==> config.mk <==
export PLATFORM = sky130hd
export DESIGN_NAME = ea2x_cfg
export DESIGN_NICKNAME = d
export VERILOG_FILES = /design/src/rtl/ea2x_pkg.sv /design/src/rtl/ea2x_cfg.sv
export SDC_FILE = /design/constraint.sdc
export NUM_CORES = 1
export LEC_CHECK = 0
export BUFFER_PORTS_ARGS = -buffer_cell sky130_fd_sc_hd__buf_2
export CORE_AREA = 2 2 67 69
export CTS_CLUSTER_DIAMETER = 80
export DETAILED_ROUTE_END_ITERATION = 10
export DIE_AREA = 0 0 69 71
export HOLD_SLACK_MARGIN = 0.08
export PLACE_DENSITY_LB_ADDON = 0.08
export SLEW_MARGIN = 20
export SYNTH_ARGS = -nofsm -noshare
export SYNTH_HDL_FRONTEND = slang
export SYNTH_SLANG_ARGS = --single-unit
==> constraint.sdc <==
create_clock -name clk -period 1.86 [get_ports clk]
set_clock_uncertainty 0.15 [all_clocks]
set_input_delay 0.372 -clock clk [delete_from_list [all_inputs] [get_ports clk]]
set_output_delay 0.372 -clock clk [all_outputs]
set_load 0.02 [all_outputs]
==> src/rtl/ea2x_pkg.sv <==
// shared types and constants of the edge-aware 2x upscaler
package ea2x_pkg;

	localparam int PixW   = 8;
	localparam int ThrW   = 8;
	localparam int FwW    = 12;
	localparam int FhW    = 13;
	localparam int RowOW  = 13;
	localparam int ColOW  = 12;
	localparam int AddrW  = 4;
	localparam int SlotN  = 16;

	// register indexes
	localparam logic [1:0] REG_THRESHOLD = 2'd0;
	localparam logic [1:0] REG_WIDTH     = 2'd1;
	localparam logic [1:0] REG_HEIGHT    = 2'd2;

	// anchor codes within one request
	localparam logic [1:0] ANC_UP_LEFT = 2'd0;
	localparam logic [1:0] ANC_UP      = 2'd1;
	localparam logic [1:0] ANC_LEFT    = 2'd2;
	localparam logic [1:0] ANC_SELF    = 2'd3;

	localparam logic [7:0]  THRESHOLD_RST = 8'd30;
	localparam logic [11:0] WIDTH_RST     = 12'd640;
	localparam logic [12:0] HEIGHT_RST    = 13'd480;

	typedef struct packed {
		logic [ThrW-1:0] threshold;
		logic [FwW-1:0]  width;
		logic [FhW-1:0]  height;
		logic            geom_wr;
	} cfg_t;

	typedef struct packed {
		logic [PixW-1:0] a;
		logic [PixW-1:0] b;
		logic [PixW-1:0] d;
		logic [PixW-1:0] e;
		logic            last_row;
		logic            last_col;
		logic            r_nz;
		logic            c_nz;
	} pix_t;

endpackage

==> src/rtl/ea2x_cfg.sv <==
// apb register file of the upscaler
module ea2x_cfg (
	input  logic                        clk,
	input  logic                        arst_n,
	input  logic                        psel,
	input  logic                        penable,
	input  logic                        pwrite,
	input  logic [ea2x_pkg::AddrW-1:0]  paddr,
	input  logic [31:0]                 pwdata,
	output logic [31:0]                 prdata,
	output logic                        pready,
	output ea2x_pkg::cfg_t              cfg
);
	import ea2x_pkg::*;

	logic [ThrW-1:0] thr_q;
	logic [FwW-1:0]  fw_q;
	logic [FhW-1:0]  fh_q;
	logic            wr;
	logic [1:0]      idx;

	assign pready = 1'b1;
	assign wr     = psel && penable && pwrite;
	assign idx    = paddr[3:2];

	always_ff @(posedge clk or negedge arst_n) begin
		if (!arst_n) begin
			thr_q  <= THRESHOLD_RST;
			fw_q   <= WIDTH_RST;
			fh_q   <= HEIGHT_RST;
		end else begin
			if (wr) begin
				unique case (idx)
					REG_THRESHOLD: thr_q <= pwdata[ThrW-1:0];
					REG_WIDTH:     fw_q  <= pwdata[FwW-1:0];
					REG_HEIGHT:    fh_q  <= pwdata[FhW-1:0];
					default: ;
				endcase
			end
		end
	end

	always_comb begin
		unique case (idx)
			REG_THRESHOLD: prdata = {24'd0, thr_q};
			REG_WIDTH:     prdata = {20'd0, fw_q};
			REG_HEIGHT:    prdata = {19'd0, fh_q};
			default:       prdata = 32'd0;
		endcase
	end

	// geometry write clears the counters at the same edge as the register
	assign cfg.threshold = thr_q;
	assign cfg.width     = fw_q;
	assign cfg.height    = fh_q;
	assign cfg.geom_wr   = wr && ((idx == REG_WIDTH) || (idx == REG_HEIGHT));

endmodule

Word-level counts from Yosys, hierarchy flattened
Index checks and enable logic that the tools add are counted.
W data, S select, Z words.
- flip-flop bits (word level): 33
- output and inout port bits: 67
- reductions and logical operators: 8
- equality and inequality tests: 2
- muxes and demuxes: 1
- operator list (operator ; number):
    $pmux W13 S3 ; 1
    $reduce_and A2 Y1 ; 3
    $logic_and A1 B1 Y1 ; 3
    $eq A2 B1 Y1 const B ; 1
    $eq A2 B2 Y1 const B ; 1
    $logic_not A2 Y1 ; 1
    $logic_or A1 B1 Y1 ; 1

Logic depth before layout (Yosys ltp)
- word-level depth: 3
- mapped depth: 5

Worst setup path before layout
No wires, ideal clock.
- path type: in2out
- from: input port paddr[2] in the netlist's numbering
- to: output port prdata[0]
- path buffers: 1
- data required time: 1338 ps
- setup slack: -53 ps
- stages: 5
- data arrival time: 1391 ps
- cells stage by stage: inv_1 ha_1 clkbuf_1 a222oi_1 nor2_1
- cells in the longest elaborated chain, start to end: 2
- elaborated cells between the ends (all ways): 4
- those cells by class: eq/ne: 2; mux: 1; reduce/logical: 1
- RTL lines (item ; line ; source):
    from (decl) ; ea2x_cfg.sv:8 ; input logic [ea2x_pkg::AddrW-1:0] paddr,
    $eq A2 B2 Y1 (tied with other cells) ; ea2x_cfg.sv:44 ; unique case (idx)
    $pmux W13 S3 * ; ea2x_cfg.sv:44 ;
    to (decl) ; ea2x_cfg.sv:10 ; output logic [31:0] prdata,
Every way passes the cells marked *; elsewhere a longest branch is shown, timed or not.

Final worst setup path
- from: input port paddr[2] in the netlist's numbering
- to: output port prdata[6]
Same word-level chain as after synthesis.

==> impl_results.md <==
- Status: complete, but fails checks
- Failing checks: negative setup slack
- YS warnings: 0
- Final setup TNS: -237 ps
- Pint: 1590 uW
- Fin crit period: about 1900 ps
- Fillers: 373
- Post-Syn Instances: 130
- Pleak: roughly 0.0012 uW
- ANT nets after route: 0
- Register area share after synthesis: about half
- Pre-CTS setup slack: -308 ps
- Post-DP HPWL: roughly 3000 um
- Flop2flop setup slack: 920 ps
- Vias per inst: slightly above 5
- CTS tree: built
- PwrDens: approximately 1000 nW/um^2
- Avg Inst Size Synth: about 13 sq um
- GPL Wtd Cong: between 0.6 and 0.7
- Gr ovfl total: 0
- Core area: ~4200 sq um
- Worst slew pin tran: ~740 ps
- Fmax: between 500 and 600 MHz
- TritonCTS Buffers: 5
- Port Buffer Count: 66
- Hold Path Class: input port to flop
- Share of cells above drive strength 1: 71.4%
- Reg2reg end: fh_q[11]$_DFFE_PN0P_
- Register bit total from synthesis: 33
- Routed WL: roughly 4200 um
- Mapped cell area: about 1700 sq um
- Worst Setup End Kind: output pin
- Initial antenna violation count: 0
- Number of DRC markers in iteration 0: 61
- FP Rows: 24
- Unrepaired setup endpoints after global routing: yes
- Starting density of the core: between 40% and 50%
- Clock Power Share: 21.0%
- Via Count: around 1300
- Sequential power share: between 40% and 50%
- VDD IR max: roughly 0.53 mV
- Ant diodes: 0
- Arrival time worst endpoint: about 1400 ps
- Clock Sinks: 33
- Comb pwr share: between 30% and 40%
- Tcrit/Tclk final: 103%
- Vias in the first global route: 1362
- Switching pwr: a little over 900 uW
- Crit path capture: prdata[6]
- Sw Share: a little under two fifths
- Die area: roughly 5000 sq um
- Relative slew slack: between 50 and 60%
- Worst reg2reg startpoint: fh_q[11]$_DFFE_PN0P_
- Setup Viol. Count Final: 8
- Crit Path Category: input port to output pin
- Area grow syn2layout: 39.2%
- Routed WL per cell: approximately 16 um
- Crit path from: paddr[2]
- Io pins: 108
- Largest net degree at the start of global routing: 34
- Worst setup margin: -65.0 ps
- Startpoint Class: input port
- Req. time, crit path: between 1000 and 1500 ps
- Most common cell after layout, fill and taps aside: buf_2
- Clk buf depth: 2
- Global-route wire length before repair: ~7000 um
- Max-slew violation count: 0
- Total Routing Usage GR: a little under a fifth
- Number of detailed-route iterations in the first pass: 4
- Root Driver: clkbuf_8
- Commonest non-fill, non-tap cells in the layout: 55 x buf_2, 23 x mux2_2, 23 x dfrtp_1
- Endpoints failing hold: 0
- Clock latency on the worst-skew pair: ~280 ps
- DRC: 0
- Worst Path Max Fanout: 3
- # H-tree levels: 2
- Max cap viols: 0
- Die H: 71 um
- Die extent in x: 69 um
- CTS clk-pin slew, worst paths: about 70 ps
- R2R cell count: 1
- Fin Hold WS: approximately 170 ps
- Distinct cell type count after synthesis: 18
- Nets: between 200 and 300
==> registers in the layout, summed over array words and instances (netlist names) <==
| signal | flops |
|---|---|
| fh_q | 13 |
| fw_q | 12 |
| thr_q | 8 |
==> area by class of cell <==
cell class	count	area [sq um]	share of cell area [%]
multi-input cells	87	835	34.6
well taps	52	65.1	2.70
repair buffers	83	571	23.7
clock inverters	3	17.5	0.727
inverters	2	15.0	0.623
clock buffers	5	68.8	2.86
flip-flops and latches	33	838	34.8
==> power groups by stage <==
| stage | combinational [uW] | clock (uW) | sequential [uW] |
|---|---|---|---|
| after global routing | 988 | 584 | 1080 |
| after global placement | 863 | 0 | 1050 |
| after CTS | 933 | 547 | 1060 |
| after floorplan | 381 | 0 | 1260 |
| after detailed placement | 874 | 0 | 1060 |
| final | 932 | 529 | 1060 |
==> timing repair <==
| action | 4_1_cts | 5_1_grt |
|---|---|---|
| pin swaps | 13 | 13 |
| hold buffers | 1 | 0 |
| hold endpoints to repair | 23 | 0 |
| setup buffers | 3 | 0 |
| resized for setup | 33 | 8 |
| endpoints found under the setup margin | 12 | 11 |
==> cell families (layout without fill, tap and decap cells) <==
| kind of cell | Yosys count | count (layout) | synth area share, % |
|---|---|---|---|
| other cells | 2 | 20 | 0.434 |
| buf+inv | 28 | 93 | 11.3 |
| mux | 33 | 33 | 23.6 |
| simple gates | 17 | 17 | 6.21 |
| fa+ha+maj | 5 | 5 | 3.61 |
| compound gates | 12 | 12 | 6.36 |
| flops | 33 | 33 | 48.4 |
==> per-layer routing <==
| layer | track usage (%) | vias up | share of wire (%) |
|---|---|---|---|
| met3 | 5.84 | 7 | 6.4 |
| met1 | 20.4 | 675 | 39 |
| li1 | - | 595 | - |
| met4 | 5.01 | 0 | 1.0 |
| met5 | 0 | - | 0 |
| met2 | 32.7 | 62 | 54 |
==> metrics by stage <==
| step | total power (uW) | cells | utilization [%] | instance area [sq um] |
|---|---|---|---|---|
| 2_1_floorplan | 1640 | 148 | - | 1820 |
| 3_3_place_gp | 1910 | 253 | 50.7 | 2130 |
| 3_5_place_dp | 1940 | 253 | 50.7 | 2130 |
| 4_1_cts | 2540 | 265 | 56.7 | 2380 |
| 5_1_grt | 2660 | 265 | 57.3 | 2410 |
| 6_report | 2520 | 265 | 57.3 | 2410 |
==> synth_stat cells <==
| library cell | instances | share of area (%) |
|---|---|---|
| buf_6 | 2 | 1.3 |
| a222oi_1 | 8 | 4.6 |
| nor2_1 | 12 | 2.6 |
| clkbuf_1 | 3 | 0.65 |
| buf_2 | 1 | 0.29 |
| buf_4 | 20 | 8.7 |
| mux2_2 | 23 | 15 |
| a22oi_1 | 4 | 1.7 |
| dfstp_2 | 10 | 15 |
| nand4_2 | 2 | 1.4 |
| mux2_4 | 10 | 8.7 |
| inv_1 | 2 | 0.43 |
| dfrtp_1 | 23 | 33 |
| ha_1 | 5 | 3.6 |
| nand4_4 | 1 | 1.2 |
| conb_1 | 2 | 0.43 |
| and4_2 | 1 | 0.58 |
| and2_1 | 1 | 0.36 |
==> worst min-delay path by stage <==
stage / to / slack, ps / cells after the start / startpoint
final: fh_q[12]$_DFFE_PN0P_ / 170 / 2 / pwdata[12]
after global routing: fh_q[12]$_DFFE_PN0P_ / 160 / 2 / pwdata[12]
after CTS: fh_q[12]$_DFFE_PN0P_ / 170 / 2 / pwdata[12]
after detailed placement: fh_q[12]$_DFFE_PN0P_ / 330 / 1 / arst_n
after global placement: fh_q[12]$_DFFE_PN0P_ / 310 / 1 / arst_n
after floorplan: fh_q[0]$_DFFE_PN0P_ / -70 / 0 / arst_n
==> critical path, cell delays in order <==
cell	delay, ps
buf_12	110
buf_6	110
ha_4	150
buf_6	120
a222oi_1	310
nor2_1	70
buf_4	160
(Power assumes the default switching activity.)
