<file path="src/rtl/ea2x_pkg.sv">
// shared types and constants of the edge-aware 2x upscaler
package ea2x_pkg;

	localparam int PixW   = 8;
	localparam int ThrW   = 8;
	localparam int FwW    = 12;
	localparam int FhW    = 13;
	localparam int RowOW  = 13;
	localparam int ColOW  = 12;
	localparam int AddrW  = 4;
	localparam int SlotN  = 16;

	// register indexes
	localparam logic [1:0] REG_THRESHOLD = 2'd0;
	localparam logic [1:0] REG_WIDTH     = 2'd1;
	localparam logic [1:0] REG_HEIGHT    = 2'd2;

	// anchor codes within one request
	localparam logic [1:0] ANC_UP_LEFT = 2'd0;
	localparam logic [1:0] ANC_UP      = 2'd1;
	localparam logic [1:0] ANC_LEFT    = 2'd2;
	localparam logic [1:0] ANC_SELF    = 2'd3;

	localparam logic [7:0]  THRESHOLD_RST = 8'd30;
	localparam logic [11:0] WIDTH_RST     = 12'd640;
	localparam logic [12:0] HEIGHT_RST    = 13'd480;

	typedef struct packed {
		logic [ThrW-1:0] threshold;
		logic [FwW-1:0]  width;
		logic [FhW-1:0]  height;
		logic            geom_wr;
	} cfg_t;

	typedef struct packed {
		logic [PixW-1:0] a;
		logic [PixW-1:0] b;
		logic [PixW-1:0] d;
		logic [PixW-1:0] e;
		logic            last_row;
		logic            last_col;
		logic            r_nz;
		logic            c_nz;
	} pix_t;

endpackage

</file>
<file path="src/rtl/ea2x_emit.sv">
// result sequencer: walks the pending output pixels of one request
module ea2x_emit #(
	parameter int MAX_WIDTH  = 2048,
	parameter int MAX_HEIGHT = 4096
) (
	input  logic                             clk,
	input  logic                             arst_n,
	input  logic                             load,
	input  ea2x_pkg::pix_t                   pix,
	input  logic [$clog2(MAX_HEIGHT)-1:0]    row,
	input  logic [$clog2(MAX_WIDTH)-1:0]     col,
	input  logic [ea2x_pkg::ThrW-1:0]        threshold,
	output logic                             load_ok,
	output logic                             out_valid,
	input  logic                             out_ready,
	output logic [ea2x_pkg::PixW-1:0]        out_value,
	output logic [ea2x_pkg::RowOW-1:0]       out_row,
	output logic [ea2x_pkg::ColOW-1:0]       out_col,
	output logic                             last_of_item,
	output logic                             frame_done
);
	import ea2x_pkg::*;

	localparam int RW = $clog2(MAX_HEIGHT);
	localparam int CW = $clog2(MAX_WIDTH);

	logic [SlotN-1:0] mask_q;
	pix_t             pix_q;
	logic [RW-1:0]    row_q;
	logic [CW-1:0]    col_q;

	logic [SlotN-1:0] rest;
	logic [SlotN-1:0] new_mask;
	logic [3:0]       slot;
	logic [1:0]       anc;
	logic [1:0]       sub;
	logic [PixW-1:0]  p00, p01, p10, p11;
	logic [PixW-1:0]  dh, dv;
	logic             hedge, vedge;
	logic [PixW+1:0]  sum4;
	logic [PixW:0]    sumh, sumv;
	logic [RW-1:0]    y;
	logic [CW-1:0]    x;
	logic             up_left, up, left, self;

	assign rest         = mask_q & (mask_q - SlotN'(1));
	assign out_valid    = (mask_q != '0);
	assign last_of_item = (rest == '0);
	assign frame_done   = last_of_item && pix_q.last_row && pix_q.last_col;
	assign load_ok      = !out_valid || (last_of_item && out_ready);

	// lowest pending slot
	always_comb begin
		slot = 4'd0;
		for (int i = SlotN - 1; i >= 0; i--) begin
			if (mask_q[i]) slot = 4'(i);
		end
	end

	assign up_left = pix.r_nz && pix.c_nz;
	assign up      = pix.r_nz && pix.last_col;
	assign left    = pix.last_row && pix.c_nz;
	assign self    = pix.last_row && pix.last_col;

	// slot = anchor*4 + sub; sub 0 copy, 1 right, 2 down, 3 diagonal
	always_comb begin
		new_mask       = '0;
		new_mask[3:0]  = {4{up_left}};
		new_mask[4]    = up;
		new_mask[6]    = up;
		new_mask[8]    = left;
		new_mask[9]    = left;
		new_mask[12]   = self;
	end

	always_ff @(posedge clk or negedge arst_n) begin
		if (!arst_n) begin
			mask_q <= '0;
		end else if (load && load_ok) begin
			mask_q <= new_mask;
		end else if (out_valid && out_ready) begin
			mask_q <= rest;
		end
	end

	always_ff @(posedge clk) begin
		if (load && load_ok) begin
			pix_q <= pix;
			row_q <= row;
			col_q <= col;
		end
	end

	assign anc = slot[3:2];
	assign sub = slot[1:0];

	always_comb begin
		p11 = pix_q.e;
		unique case (anc)
			ANC_UP_LEFT: begin
				p00 = pix_q.a; p01 = pix_q.b; p10 = pix_q.d;
			end
			ANC_UP: begin
				p00 = pix_q.b; p01 = pix_q.b; p10 = pix_q.e;
			end
			ANC_LEFT: begin
				p00 = pix_q.d; p01 = pix_q.e; p10 = pix_q.d;
			end
			default: begin
				p00 = pix_q.e; p01 = pix_q.e; p10 = pix_q.e;
			end
		endcase
	end

	assign dh    = (p01 > p00) ? p01 - p00 : p00 - p01;
	assign dv    = (p10 > p00) ? p10 - p00 : p00 - p10;
	assign hedge = dh > threshold;
	assign vedge = dv > threshold;
	assign sumh  = {1'b0, p00} + {1'b0, p01};
	assign sumv  = {1'b0, p00} + {1'b0, p10};
	assign sum4  = {2'b0, p00} + {2'b0, p01} + {2'b0, p10} + {2'b0, p11};

	always_comb begin
		unique case (sub)
			2'd0:    out_value = p00;
			2'd1:    out_value = hedge ? p01 : sumh[PixW:1];
			2'd2:    out_value = vedge ? p10 : sumv[PixW:1];
			default: out_value = (hedge || vedge) ? p11 : sum4[PixW+1:2];
		endcase
	end

	assign y = (anc == ANC_UP_LEFT || anc == ANC_UP) ? row_q - RW'(1) : row_q;
	assign x = (anc == ANC_UP_LEFT || anc == ANC_LEFT) ? col_q - CW'(1) : col_q;

	assign out_row = RowOW'({y, sub[1]});
	assign out_col = ColOW'({x, sub[0]});

endmodule
</file>
<file path="config.mk">
export PLATFORM = sky130hd
export DESIGN_NAME = ea2x_emit
export DESIGN_NICKNAME = d
export VERILOG_FILES = /design/src/rtl/ea2x_pkg.sv /design/src/rtl/ea2x_emit.sv
export SDC_FILE = /design/constraint.sdc
export NUM_CORES = 1
export LEC_CHECK = 0
export ABC_AREA = 0
export BUFFER_PORTS_ARGS = -buffer_cell sky130_fd_sc_hd__clkbuf_2
export CAP_MARGIN = 20
export CORE_MARGIN = 10
export CORE_UTILIZATION = 60
export CTS_BUF_LIST = sky130_fd_sc_hd__clkbuf_8
export DETAILED_ROUTE_END_ITERATION = 8
export GPL_TIMING_DRIVEN = 0
export PLACE_DENSITY = 0.84
export RECOVER_POWER = 50
export SLEW_MARGIN = 40
export SYNTH_ARGS = -nofsm -noshare
export SYNTH_HDL_FRONTEND = slang
export SYNTH_SLANG_ARGS = --single-unit
export TNS_END_PERCENT = 10
</file>
<file path="constraint.sdc">
create_clock -name clk -period 6.6 [get_ports clk]
set_input_delay 0 -clock clk [delete_from_list [all_inputs] [get_ports clk]]
set_output_delay 0 -clock clk [all_outputs]
set_load 0.02 [all_outputs]
</file>
* Word level (Yosys, flattened, before mapping)
Index checks and enable logic that the tools add are counted. Widths: inputs -> output; s select.
Word-level totals: flip-flop bits (word level) 73, word-level logic and storage cells 80
Operators by class: add/sub/neg operators 12, magnitude comparators 4, equal/unequal tests 4, multiplexer cells 29, bitwise logic cells 1, reductions and logical operators 21
Operators by type and width (number):
- $mux 4 | 16
- $mux 8 | 7
- $pmux 8 s3 | 2
- $gt 8x8->1 | 4
- $mux 16 | 2
- $sub 8x8->8 | 4
- $add 8x8->9 | 3
- $and 16x16->16 | 1
- $logic_not 16->1 | 1
- $reduce_bool 16->1 | 1
- $sub 16x1->16 const B | 1
- $mux 12 | 1
- $sub 12x1->12 const B | 1
- $mux 11 | 1
- $sub 11x1->11 const B | 1
- $add 10x8->10 | 1
- $add 9x8->10 | 1
- $logic_and 1x1->1 | 9
- $eq 2x1->1 const B | 2
- $eq 2x2->1 const B | 2
- $logic_not 2->1 | 2
- $logic_or 1x1->1 | 4
- $reduce_or 2->1 | 2
- $reduce_bool 2->1 | 1
- $logic_not 1->1 | 1

* Logic depth before layout (Yosys ltp)
depth in word-level cells 25, depth in mapped cells 29, mapped depth without buffers 25

* Least setup slack after synthesis
OpenSTA, ideal clock, no wires.
path kind register -> output, from reg mask_q[13], to out out_value[7] in the netlist's numbering, data arrival time 6.396 ns, data required time 6.600 ns, setup slack 0.204 ns, cell stages (with the launch flop) 27, cell sequence dfrtp_1 -> clkbuf_1 -> nor4_1 -> o21ai_0 -> nand2_1 -> buf_2 -> mux2i_1 -> inv_1 -> ha_1 -> clkbuf_1 -> a21oi_1 -> o21bai_1 -> a31oi_1 -> o41ai_1 -> clkbuf_1 -> mux2i_1 -> xnor2_1 -> ha_1 -> and3_1 -> o21ai_0 -> a31oi_1 -> o22ai_1 -> clkbuf_1 -> nor2_1 -> a31oi_1 -> o22ai_1 -> a211oi_1
Between the ends: word-level cells in the longest chain between the ends 23, elaborated cells on any way between the ends 45, those cells by class add/sub: 9; order compare: 4; eq/ne: 4; mux: 23; reduce/logical: 5
RTL lines:
- start: declaration | line ea2x_emit.sv:27 | logic [SlotN-1:0] mask_q;
- start signal: assignment | line ea2x_emit.sv:80 | mask_q <= new_mask;
- start signal: assignment | line ea2x_emit.sv:82 | mask_q <= rest;
- $mux 4 (*) (14 in a row) | line ea2x_emit.sv:56 | if (mask_q[i]) slot = 4'(i);
- branches (longest 8 deep; another with $add 9x8->10)
- $pmux 8 s3 (*) | line ea2x_emit.sv:124 | unique case (sub)
- end: declaration | line ea2x_emit.sv:16 | output logic [ea2x_pkg::PixW-1:0] out_value,
Mark *: on every way between the ends.

* Worst setup path in the final report
from reg mask_q[3], to out out_value[4] in the netlist's numbering
Between the ends: word-level cells in the longest chain between the ends 13, elaborated cells on any way between the ends 35, those cells by class add/sub: 9; order compare: 4; eq/ne: 4; mux: 13; reduce/logical: 5
RTL lines (line):
- $mux 4 (*) (4 in a row) | ea2x_emit.sv:56
- branches (longest 8 deep; another with $add 9x8->10)
- $pmux 8 s3 (*) | ea2x_emit.sv:124
Marks and branches as above.

==> summary.txt <==
Outcome
  • Status: complete, but fails checks
  • Failing checks: DRC, setup timing

GRT
  • Global-route wire length before repair: between 40 and 50 mm
  • Initial antenna violation count: 0
  • GRT Util Overall: 0.301
  • Pin count of the biggest net entering global routing: 17
  • Final global-route overflow total: 0
  • Vias in the first global route: roughly 7500

Clocking
  • CTS clk-pin slew, worst paths: ~0.09 ns
  • TritonCTS clock tree: done
  • Depth of the CTS H-tree: 3
  • Root Driver: clkbuf_8
  • # clock sinks: 73
  • Clock latency on the worst-skew pair: 0.38 ns
  • TritonCTS buffer count: 9
  • CTS max path bufs: 2

STA
  • Rel. slew slack: 0.347
  • Final Max Tran Viols: 0
  • Fin worst setup slack: -0.0376 ns
  • Final Cycle Share: 1.01
  • Setup Skew: roughly 0.018 ns
  • Worst slew pin tran: 0.980 ns
  • Hold_ws: between 0.1 and 0.15 ns
  • Upper clock frequency limit: ~150 MHz
  • Endpoints failing setup: 2
  • Fin crit period: between 6 and 7 ns
  • Final hold viol count: 0

Synth
  • Async SR Flop Fraction: 0.219
  • Number of library cell types mapped by synthesis: 79
  • Gate Count Post-Synth: approximately 770
  • Post-Syn Nets: around 930
  • Avg Inst Size Synth: between 9 and 10 µm²
  • Seq cells post-synth: between 70 and 80
  • Most used DFF post-synth: edfxtp_1
  • Area leader, netlist: edfxtp_1
  • Largest cells by area after synthesis: edfxtp_1, ha_1, dfrtp_1
  • Synth warn: 0
  • Yosys top cell area share: 0.242
  • Cell area after synthesis: 7070 µm²
  • Seq/Total Area, Yosys: 0.299
  • EDFF count, synth: 57

Job
  • # Max-Cap Violations: 0

Detailed routing
  • Routed len/inst: 27.3 µm
  • Via count: 8097
  • Post-route ant nets: 0
  • Iter 0 DRT Violations: between 1500 and 2000
  • Drt first pass iters: 9
  • Drt drc: 1
  • Vias/cell: 7.18
  • Final WL: ~31 mm

Final layout
  • Design area: 9370 µm²
  • Share of cells above drive strength 1: 0.259
  • Final #Nets: approximately 1100
  • FILL cells: 583
  • Layout Area Growth over Synthesis: 32.6%
  • Finished Core Util: 0.817
  • Commonest non-fill, non-tap cell in the layout: clkbuf_2
  • Register area: roughly 2100 µm²
  • Multi-input gate area: between 4000 and 5000 µm²
  • Most frequent cells in the layout: clkbuf_2, inv_1, ha_1

Placement
  • DP HPWL: around 15 mm
  • Placer's final routability congestion estimate: ~0.95
  • Post-placement cell area: roughly 7800 µm²
  • Port Buffers: ~110

Worst setup path
  • Crit path kind: flip-flop to primary output
  • Setup crit end kind: primary output
  • Max stage delay on crit path: 0.58 ns
  • Worst setup startpoint: mask_q[3]$_DFFE_PN0P_
  • Slowest cell on crit path: or4_4
  • Reg2reg path depth: 12
  • Data required, critical path: ~6.6 ns
  • RR Endpoint: pix_q[17]$_DFFE_PP_
  • Worst R2R Setup Slack: 2.35 ns
  • Worst R2R Start: mask_q[3]$_DFFE_PN0P_
  • Startpoint types: flip-flop
  • CP arrival: ~6.6 ns
  • Crit-path max FO: 10

Floorplanning
  • Core ar.: between 10000 and 15000 µm²
  • Row cnt: 39
  • Boundary pin count: about 110
  • Die ar.: 16500 µm²
  • Die Span Y: 129 µm
  • Die X-Extent: between 100 and 150 µm
  • Initial cell density of the core: 0.616

Min path
  • Hold depth: 3
  • Worst hold path type: input pin to flip-flop
  • Hold path start: load
  • Worst Hold End: p11[0]$_DFFE_PP_
-- layout make-up --
class,count,share of cell area
multi-input cells,592,0.531
plain buffers,25,0.0200
well taps,143,0.0191
diodes,1,0.000267
repair buffers,208,0.155
clock inverters,6,0.00654
clock buffers,9,0.0132
inverters,70,0.0284
flip-flops and latches,73,0.226
-- how the worst max path moves through the flow --
stage / cells past startpoint / to
global route: 23 / out_value[4]
detailed placement: 27 / out_value[7]
CTS: 26 / out_value[6]
finish: 27 / out_value[4]
floorplan: 26 / out_value[7]
global placement: 27 / out_value[7]
-- metrics by stage --
stage / cells / setup slack [ns] / TNS [ns]
final: 1127 / -0.0376 / -0.0495
after global routing: 1126 / -0.224 / -1.19
after CTS: 1100 / -0.0285 / -0.0285
after detailed placement: 1021 / -1.43 / -10.46
after global placement: 1016 / -1.37 / -10.24
after floorplan: 766 / 0.204 / 0
-- layer usage --
metal / vias to the layer above / GRT usage / part of all wire
met3: 327 / 0.0883 / 0.15
met5: - / 0 / 0
li1: 3205 / - / -
met4: 0 / 0.172 / 0.091
met2: 970 / 0.485 / 0.44
met1: 3595 / 0.352 / 0.32
-- synth_stat cells, types with 4 or more instances --
master	number
ha_1	71
inv_1	70
nand2_1	63
edfxtp_1	57
nor2_1	54
a21oi_1	45
mux2i_1	26
xnor2_1	26
o21ai_0	23
fa_1	20
nor3_1	19
clkbuf_1	17
xor2_1	17
dfrtp_1	16
nand3_1	16
nor4_1	16
nand2b_1	13
nor2b_1	13
o22ai_1	13
a21o_1	11
buf_2	10
mux2_2	9
o21bai_1	9
a211oi_1	8
a31oi_1	8
o21a_1	8
or2_2	7
o211ai_1	6
o31a_1	5
or4_1	5
o21ai_1	4
o31ai_1	4
-- worst max-delay path: cells and delay by family (launching register included) --
| kind | cells | cell delay, ns |
|---|---|---|
| AOI/OAI and AO/OA | 9 | 1.83 |
| xor gates and xnor gates | 1 | 0.15 |
| adders and majority gates | 2 | 0.59 |
| buffers and inverters | 6 | 1.12 |
| DFF | 1 | 0.38 |
| muxes | 1 | 0.23 |
| and+or+nand+nor | 8 | 1.96 |
-- cells by family (layout without fill, tap and decap cells) --
kind of cell             Yosys count  count (layout)  synth area share
other                              0               1                 0
adder cells (fa/ha/maj)           94              94             0.187
flip-flops                        73              73             0.299
AO/OA/AOI/OAI                    188             188             0.184
multiplexers                      36              36            0.0533
XOR/XNOR                          43              43            0.0533
buffers and inverters            101             318            0.0577
AND/OR/NAND/NOR                  231             231             0.166
-- state kept, by name, indices dropped and copies added (netlist names) --
| name | count |
|---|---|
| col_q | 11 |
| pix_q | 26 |
| mask_q | 16 |
| row_q | 12 |
| p11 | 8 |
-- repair_timing --
| item | CTS | global route |
|---|---|---|
| setup buffers | 6 | 28 |
| hold endpoints to repair | 83 | 0 |
| pin swaps | 3 | 16 |
| hold buffers | 61 | 0 |
| resized for setup | 50 | 63 |
| setup endpoints to repair | 8 | 8 |
| gates cloned | 0 | 1 |
Power is not shown: default switching activity piles up to over one toggle a cycle in this logic, so the estimate is an artifact.
